`config.mk`:
```
export PLATFORM = sky130hd
export DESIGN_NAME = utf8_stream_decoder
export DESIGN_NICKNAME = d
export VERILOG_FILES = /design/src/hw/rtl/u8d_pkg.sv /design/src/hw/rtl/u8d_core.sv /design/src/hw/rtl/utf8_stream_decoder.sv
export SDC_FILE = /design/constraint.sdc
export NUM_CORES = 1
export LEC_CHECK = 0
export ABC_AREA = 1
export BUFFER_PORTS_ARGS = -buffer_cell sky130_fd_sc_hd__buf_2
export CORE_MARGIN = 8
export CORE_UTILIZATION = 35
export CTS_CLUSTER_SIZE = 14
export DETAILED_ROUTE_END_ITERATION = 12
export GPL_TIMING_DRIVEN = 0
export PLACE_DENSITY = 0.61
export SYNTH_ARGS = -nofsm -noshare
export SYNTH_HDL_FRONTEND = slang
export SYNTH_SLANG_ARGS = --single-unit
export TNS_END_PERCENT = 50
```
`constraint.sdc`:
```
create_clock -name i_clk -period 8.25 [get_ports i_clk]
set_clock_uncertainty 0.2 [all_clocks]
set_input_delay 0.825 -clock i_clk [delete_from_list [all_inputs] [get_ports i_clk]]
set_output_delay 0.825 -clock i_clk [all_outputs]
set_load 0.03 [all_outputs]
```
`src/hw/rtl/u8d_pkg.sv`:
```
// Package for the UTF-8 stream decoder: result type and lead-byte constants.
// No dependencies; used by u8d_core and utf8_stream_decoder.
package u8d_pkg;

    // Widths fixed by the stream format.
    localparam int unsigned BYTE_W    = 8;
    localparam int unsigned CP_W      = 31;
    localparam int unsigned PEND_W    = 3;
    localparam int unsigned PAYLOAD_W = 6;

    // Byte classification constants.
    localparam logic [7:0] CONT_MASK  = 8'hC0;
    localparam logic [7:0] CONT_TAG   = 8'h80;
    localparam logic [7:0] ASCII_MAX  = 8'h7F;
    localparam logic [7:0] LEAD_MIN   = 8'hC0;
    localparam logic [7:0] LEAD2_MAX  = 8'hDF;
    localparam logic [7:0] LEAD3_MAX  = 8'hEF;
    localparam logic [7:0] LEAD4_MAX  = 8'hF7;
    localparam logic [7:0] LEAD5_MAX  = 8'hFB;
    localparam logic [7:0] LEAD6_MAX  = 8'hFD;

    // One decoded result.
    typedef struct packed {
        logic [CP_W-1:0] code_point;
        logic            bad_sequence;
    } t_result;

endpackage

```
`src/hw/rtl/u8d_core.sv`:
```
// Decode core of the UTF-8 stream decoder: input byte register, sequence
// state and the single-pass decode into one result. Depends on u8d_pkg.
module u8d_core (
    input  logic               i_clk,
    input  logic               i_rst_n,
    input  logic               i_load,     // capture a new byte this cycle
    input  logic [7:0]         i_byte,
    input  logic               i_advance,  // decode the held byte this cycle
    output logic               o_held,     // a byte is held for decode
    output logic               o_res_valid,
    output u8d_pkg::t_result   o_res
);
    import u8d_pkg::*;

    logic              r_in_valid;
    logic [BYTE_W-1:0] r_in_byte;
    logic [PEND_W-1:0] r_pending;
    logic [CP_W-1:0]   r_accum;
    logic              r_error;

    logic [PEND_W-1:0] n_pending;
    logic [CP_W-1:0]   n_accum;
    logic              n_error;
    logic              n_in_valid;
    logic [CP_W-1:0]   cont_accum;
    logic              cont_bad;
    logic [PEND_W-1:0] pend_dec;

    // Continuation path: shift six payload bits in.
    assign cont_accum = {r_accum[CP_W-PAYLOAD_W-1:0], r_in_byte[PAYLOAD_W-1:0]};
    assign cont_bad   = (r_in_byte & CONT_MASK) != CONT_TAG;
    assign pend_dec   = r_pending - PEND_W'(1);

    // Next state and result for the held byte.
    always_comb begin
        n_pending   = r_pending;
        n_accum     = r_accum;
        n_error     = r_error;
        o_res_valid = 1'b0;
        o_res       = '0;
        if (r_pending != '0) begin
            n_pending = pend_dec;
            if (pend_dec == '0) begin
                o_res_valid        = 1'b1;
                o_res.bad_sequence = r_error | cont_bad;
                o_res.code_point   = (r_error | cont_bad) ? '0 : cont_accum;
                n_accum            = '0;
                n_error            = 1'b0;
            end else begin
                n_accum = cont_accum;
                n_error = r_error | cont_bad;
            end
        end else if (r_in_byte <= ASCII_MAX) begin
            o_res_valid      = 1'b1;
            o_res.code_point = CP_W'(r_in_byte);
        end else if (r_in_byte < LEAD_MIN || r_in_byte > LEAD6_MAX) begin
            // Stray continuation byte or an invalid lead.
            o_res_valid        = 1'b1;
            o_res.bad_sequence = 1'b1;
        end else begin
            n_error = 1'b0;
            if (r_in_byte <= LEAD2_MAX) begin
                n_accum   = CP_W'(r_in_byte[4:0]);
                n_pending = PEND_W'(1);
            end else if (r_in_byte <= LEAD3_MAX) begin
                n_accum   = CP_W'(r_in_byte[3:0]);
                n_pending = PEND_W'(2);
            end else if (r_in_byte <= LEAD4_MAX) begin
                n_accum   = CP_W'(r_in_byte[2:0]);
                n_pending = PEND_W'(3);
            end else if (r_in_byte <= LEAD5_MAX) begin
                n_accum   = CP_W'(r_in_byte[1:0]);
                n_pending = PEND_W'(4);
            end else begin
                n_accum   = CP_W'(r_in_byte[0]);
                n_pending = PEND_W'(5);
            end
        end
        if (!r_in_valid) begin
            o_res_valid = 1'b0;
        end
    end

    assign n_in_valid = i_load | (r_in_valid & ~i_advance);
    assign o_held     = r_in_valid;

    // Input byte register and sequence state.
    always_ff @(posedge i_clk) begin
        if (!i_rst_n) begin
            r_in_valid <= 1'b0;
            r_pending  <= '0;
            r_accum    <= '0;
            r_error    <= 1'b0;
        end else begin
            r_in_valid <= n_in_valid;
            if (i_advance && r_in_valid) begin
                r_pending <= n_pending;
                r_accum   <= n_accum;
                r_error   <= n_error;
            end
        end
    end

    always_ff @(posedge i_clk) begin
        if (i_load) begin
            r_in_byte <= i_byte;
        end
    end

endmodule

```
`src/hw/rtl/utf8_stream_decoder.sv`:
```
// Top level of the UTF-8 stream decoder: stream ports, core and output skid.
// Depends on u8d_pkg and u8d_core.
//
// Decodes a UTF-8 byte stream, legacy 31-bit form with sequences of one to
// six bytes, into one code point per completed sequence. One byte is taken
// per cycle back to back unless stalled; a byte goes through an input
// register and one pass of decode logic into a two-entry output buffer:
// the output register or, while that holds a refused beat, the skid
// slot. The input stalls only while the skid slot of the output buffer
// holds a beat, which happens only when the downstream side has refused a
// beat. Bytes that only open or extend a sequence give no beat. A stray
// continuation byte, 0xFE or 0xFF gives a beat of its own with bad_sequence
// set; a sequence with a malformed continuation byte is still consumed to
// its full length and its beat has bad_sequence set. Code point is zero
// whenever bad_sequence is set.
module utf8_stream_decoder (
    input  logic        i_clk,
    input  logic        i_rst_n,
    input  logic        s_axis_tvalid,
    output logic        s_axis_tready,
    input  logic [7:0]  s_axis_tdata,   // [7:0] in_byte
    output logic        m_axis_tvalid,
    input  logic        m_axis_tready,
    output logic [31:0] m_axis_tdata,   // [30:0] code_point, [31] zero fill
    output logic        m_axis_tuser    // [0] bad_sequence
);
    import u8d_pkg::*;

    logic    core_held;
    logic    core_advance;
    logic    core_res_valid;
    t_result core_res;
    logic    in_load;

    logic    r_out_valid;
    t_result r_out;
    logic    r_skid_valid;
    t_result r_skid;
    logic    out_take;
    logic    push;

    // The held byte decodes whenever the skid slot is free.
    assign core_advance  = core_held & ~r_skid_valid;
    assign s_axis_tready = ~core_held | core_advance;
    assign in_load       = s_axis_tvalid & s_axis_tready;
    assign push          = core_advance & core_res_valid;
    assign out_take      = r_out_valid & m_axis_tready;

    u8d_core u_core (
        .i_clk       (i_clk),
        .i_rst_n     (i_rst_n),
        .i_load      (in_load),
        .i_byte      (s_axis_tdata),
        .i_advance   (core_advance),
        .o_held      (core_held),
        .o_res_valid (core_res_valid),
        .o_res       (core_res)
    );

    // Output register with skid slot behind it.
    always_ff @(posedge i_clk) begin
        if (!i_rst_n) begin
            r_out_valid  <= 1'b0;
            r_skid_valid <= 1'b0;
        end else begin
            if (!r_out_valid || out_take) begin
                if (r_skid_valid) begin
                    r_out_valid  <= 1'b1;
                    r_skid_valid <= push;
                end else begin
                    r_out_valid <= push;
                end
            end else if (push) begin
                r_skid_valid <= 1'b1;
            end
        end
    end

    always_ff @(posedge i_clk) begin
        if (!r_out_valid || out_take) begin
            if (r_skid_valid) begin
                r_out <= r_skid;
                if (push) begin
                    r_skid <= core_res;
                end
            end else if (push) begin
                r_out <= core_res;
            end
        end else if (push) begin
            r_skid <= core_res;
        end
    end

    assign m_axis_tvalid = r_out_valid;
    assign m_axis_tdata  = {1'b0, r_out.code_point};
    assign m_axis_tuser  = r_out.bad_sequence;

endmodule

```
# Word-level counts from Yosys, hierarchy flattened
# Cells that the tools add are included.
dict set report totals {
  reg_bits 104
  latch_bits 0
  ram_bits 0
  rom_bits 0
  input_bits 12
  elab_cells 82
  memories 0
}
dict set report classes {
  addsub 1
  mul 0
  n_div 0
  order_cmp 7
  eq_ne 4
  n_shift 0
  mux 38
  n_bitwise 11
  n_reduce_logical 10
}
# operator count
set op_table {}
lappend op_table {{2-to-1 mux 32 bit} 7}
lappend op_table {{2-to-1 mux 25 bit} 7}
lappend op_table {{<= comparator 8 bit, second input constant} 4}
lappend op_table {{2-to-1 mux 31 bit} 1}
lappend op_table {{2-to-1 mux 3 bit} 6}
lappend op_table {{2-to-1 mux 1 bit} 15}
lappend op_table {{> comparator 8 bit, second input constant} 1}
lappend op_table {{<= comparator 8 x 7 -> 1 bit, second input constant} 1}
lappend op_table {{< comparator 8 bit, second input constant} 1}
lappend op_table {{2-to-1 mux 8 bit} 1}
lappend op_table {{AND 1 bit} 5}
lappend op_table {{inequality test 2 x 1 -> 1 bit, second input constant} 2}
lappend op_table {{inequality test 2 bit, second input constant} 2}
lappend op_table {{nonzero test 2 bit} 2}
lappend op_table {{zero test 3 bit} 1}
lappend op_table {{NOT 1 bit} 3}
lappend op_table {{bitwise OR 1 bit} 3}
lappend op_table {{AND reduction 3 bit} 1}
lappend op_table {{nonzero test 3 bit} 1}
lappend op_table {{subtractor 3 x 1 -> 3 bit, second input constant} 1}
lappend op_table {{logical OR 1 bit} 2}
lappend op_table {{2-to-1 mux 2 bit} 1}
lappend op_table {{AND reduction 2 bit} 1}
lappend op_table {{logical AND 1 bit} 1}
lappend op_table {{zero test 1 bit} 1}

# Longest topological paths before layout
dict set report logic_depth {
  depth_word 10
  ltp_mapped 11
  depth_no_buf 10
}

# Modules after synthesis
# Synthesis repeated with hierarchy kept, for this count alone.
dict set report hier_totals {
  cells_unflattened 500
  area_unflattened_um2 4495.6
}
# module n_inst cells_each area_each_um2 seq_area_each_um2
set by_module_without_submodules {}
lappend by_module_without_submodules {utf8_stream_decoder 1 185 2466.1 1961.9}
lappend by_module_without_submodules {u8d_core 1 315 2029.4 840.8}

# Worst setup path after synthesis
# No wires, ideal clock.
dict set report synth_timing {
  kind {reg-to-reg}
  startpoint {register u_core.r_pending[0] (netlist name)}
  endpoint {register r_skid[0] in the netlist's numbering, enable pin}
  arrival_ns 3.273
  t_required_ns 7.589
  slack_ns 4.316
  stages_incl_launch_ff 9
  period_less_slack_ns 3.934
  path_cell_list {dfxtp_1 -> inv_1 -> ha_1 -> inv_1 -> nor2_4 -> inv_1 -> nand2_1 -> nand3_1 -> nor3_1}
}
# item line
set synth_lines {}
lappend synth_lines {{to (signal assigned)} utf8_stream_decoder.sv:84} ;# r_skid <= core_res;
lappend synth_lines {{to (signal assigned)} utf8_stream_decoder.sv:90} ;# r_skid <= core_res;
lappend synth_lines {{to (decl)} utf8_stream_decoder.sv:38} ;# t_result r_skid;

==> results.toml <==
[run_status]
run_status = "finished clean"

[grt]
antenna_found_initial = 0
grt_first_pass_wirelength_mm = 15.9
grt_max_degree = 33
track_usage = 0.119
grt_overflow_total = 0
grt_pass1_vias = 3239

[timing]
maxSlewViolCount = 0
grt_setup_unrepaired = "no"
final.period_utilization = 0.347
maxSlewHeadroom = 0.418
hold_violations = 0
tightest_slew_ps = 871
setup_viol = 0
finalSetupTns_ps = 0
max_freq_mhz = 349
period_minus_slack_ps = 2860

[power_and_ir_drop]
sw_frac_of_total = 0.246
p_per_area_mw_per_mm2 = 215
peakVddDrop_mv = 0.112
seq_power_share = 0.503
power_mw = 1.16
clock_power_share = 0.398
switchingPower_mw = 0.286
comb_power_share = 0.099
p_leak_nw = 2.24
power.internal_mw = 0.878

[yosys]
synth_cells = 493
synth.avg_cell_area_sq_um = 9.37
synth_nets = 508
yosysUniqueCellTypes = 24
synth-seq-cells = 104
yosysSeqAreaShare = 0.607
yosys-top-cells-area = "edfxtp_1 (47%), dfxtp_1 (14%), nand2_1 (12%), nor2_1 (6.1%), nor2_4 (5.1%)"
synth.top_cell.area_share = 0.468
synth_top_area_cell = "edfxtp_1"
yosys_warnings = 0
syn_area_sq_mm = 0.00462

[worst_setup_path]
cp_common_cell = "inv_1"
arrival_ps = 2720
crit_chain = "inv_1 -> ha_1 -> inv_1 -> nor2_4 -> inv_1 -> nand2_1 -> nand3_1 -> nor3_2 -> buf_6 -> buf_6"
crit_end = "r_skid[24]"
r2r-end = "r_skid[24]"
cpMaxStageDelayCell = "nor3_2"
startpoint_type = "register"
r2r-start = "u_core.r_pending[0]"
startpoint = "u_core.r_pending[0]"
slowest_delay_ps = 590
critPathKind = "register to register"
reg2reg_depth = 10
cp.required_ps = 8100
r2r_slack_ps = 5390
endpoint_kind = "register"
cp_max_fo = 13

[detailed_routing]
route.detailed.drc = 0
vias_per_cell = 4.48
first_pass_iters = 4
routedWlPerCell_um = 13.1
drt-total-wl_mm = 9.59
initialDrtViolationCount = 164
ant_nets = 0
num_vias = 3277

[clock_network]
clk_pin_slew_ps = 70
clockBufferDepth = 2
htree_levels = 3
cts_tree = "done"
cts-root-buf = "clkbuf_16"
post-cts-setup-buffers = 0
cts_hold_buffers = 0
clk_latency_ps = 340
clock-sinks = 104
cts_made_buffers = 9
cts_resized = 0

[floorplan]
rows = 42
fp.dieH_um = 131
start_util = 0.353
die_x_um = 131
coreArea_sq_mm = 0.0131
dieArea_sq_mm = 0.0171
ioPinCount = 47

[cells_and_area]
drive_gt1_frac = 0.198
final_area_sq_mm = 0.00542
areaGrowthSynthToFinish_pct = 17.4
seqCellArea_sq_mm = 0.00280
diodes = 0
n_fill_cell = 1311
nNetsFinal = 565
multi_input_area_sq_mm = 0.00151

[placement]
gp_congestion = 0.878
numPortBuffers = 44
dp_hpwl_mm = 6.98
postPlaceCellArea_sq_mm = 0.00509

[job]
maxCapViolCount = 0

[worst_hold_path]
holdCritPathClass = "register to register"
-- power by group through the flow --
stage	Combinational (mW)	Sequential, mW	Clock (mW)
final	0.115	0.585	0.464
after CTS	0.117	0.585	0.475
after global routing	0.129	0.587	0.494
after floorplan	0.0665	0.614	0
after detailed placement	0.116	0.597	0
after global placement	0.113	0.597	0
-- registers in the layout, summed over array words and instances (netlist names) --
name / cells
r_skid: 32
u_core.r_error: 1
m_axis_tvalid: 1
r_skid_valid: 1
m_axis_tdata: 31
u_core.r_accum: 25
u_core.r_pending: 3
u_core.o_held: 1
m_axis_tuser: 1
u_core.r_in_byte: 8
-- cells in the final DEF (no fill, tap or decap), types with 6 or more instances in the layout --
| master | n |
|---|---|
| nand2_1 | 150 |
| nor2_1 | 74 |
| edfxtp_1 | 72 |
| buf_2 | 54 |
| inv_1 | 46 |
| dfxtp_1 | 32 |
| nor2_4 | 22 |
| nand3_1 | 18 |
| o21ai_0 | 14 |
| a21oi_1 | 10 |
| o21ai_1 | 9 |
| clkbuf_16 | 9 |
| clkbuf_1 | 8 |
| a31oi_1 | 6 |
-- kinds of logic (layout without fill, tap and decap cells) --
group                      count (synthesis)  in the layout  share of synthesized area
and+or+nand+nor                          272            272                      0.268
AOI/OAI and AO/OA                         41             41                     0.0466
adders and majority gates                  3              3                    0.00813
DFF                                      104            104                      0.607
buffers and inverters                     72            134                     0.0699
other                                      1              1                   0.000812
-- Yosys cell counts --
cell,number
a21oi_1,10
a31oi_1,6
buf_12,2
buf_2,10
buf_4,2
clkbuf_1,8
conb_1,1
dfxtp_1,32
edfxtp_1,72
ha_1,3
inv_1,46
inv_2,4
nand2_1,150
nand2_2,1
nand3_1,18
nand3_2,2
nor2_1,75
nor2_2,3
nor2_4,21
nor3_1,1
nor3_4,1
o21ai_0,14
o21ai_1,9
o22ai_1,2
-- metrics by stage --
stage / hold WS, ps / std cells / worst slack, ps / utilization
after floorplan: 244 / 493 / 4320 / -
after global placement: 258 / 713 / 3230 / 0.387
final: 270 / 731 / 5390 / 0.414
after CTS: 269 / 731 / 5380 / 0.414
after global routing: 298 / 731 / 5170 / 0.414
after detailed placement: 258 / 715 / 5400 / 0.389
-- routing by layer --
metal,track usage,routed length [um]
met1,0.144,4260
met5,0,0
met4,0.0412,107
met3,0.0268,445
met2,0.205,4780
-- worst min-delay path by stage --
stage / start / end / slack, ps / cells after the start
final: u_core.r_accum[3] / u_core.r_accum[3] / 270 / 2
after global routing: u_core.r_accum[3] / u_core.r_accum[3] / 300 / 2
after CTS: u_core.r_accum[3] / u_core.r_accum[3] / 270 / 2
after detailed placement: u_core.r_accum[3] / u_core.r_accum[3] / 260 / 2
after global placement: u_core.r_accum[3] / u_core.r_accum[3] / 260 / 2
after floorplan: u_core.r_accum[3] / u_core.r_accum[3] / 240 / 2
-- critical path: cells and delay by family (launching register included) --
family        cells  cell delay, ps
flops             1             320
buf+inv           5             760
fa+ha+maj         1             160
simple gates      4            1110
-- cell type report --
type / instances / area share
inverters: 50 / 0.0346
well taps: 176 / 0.0406
multi-input cells: 317 / 0.278
flip-flops and latches: 104 / 0.517
clock buffers: 9 / 0.0415
clock inverters: 7 / 0.0187
plain buffers: 22 / 0.0249
repair buffers: 46 / 0.0448
Note: power is estimated with default switching activity, not from simulation.
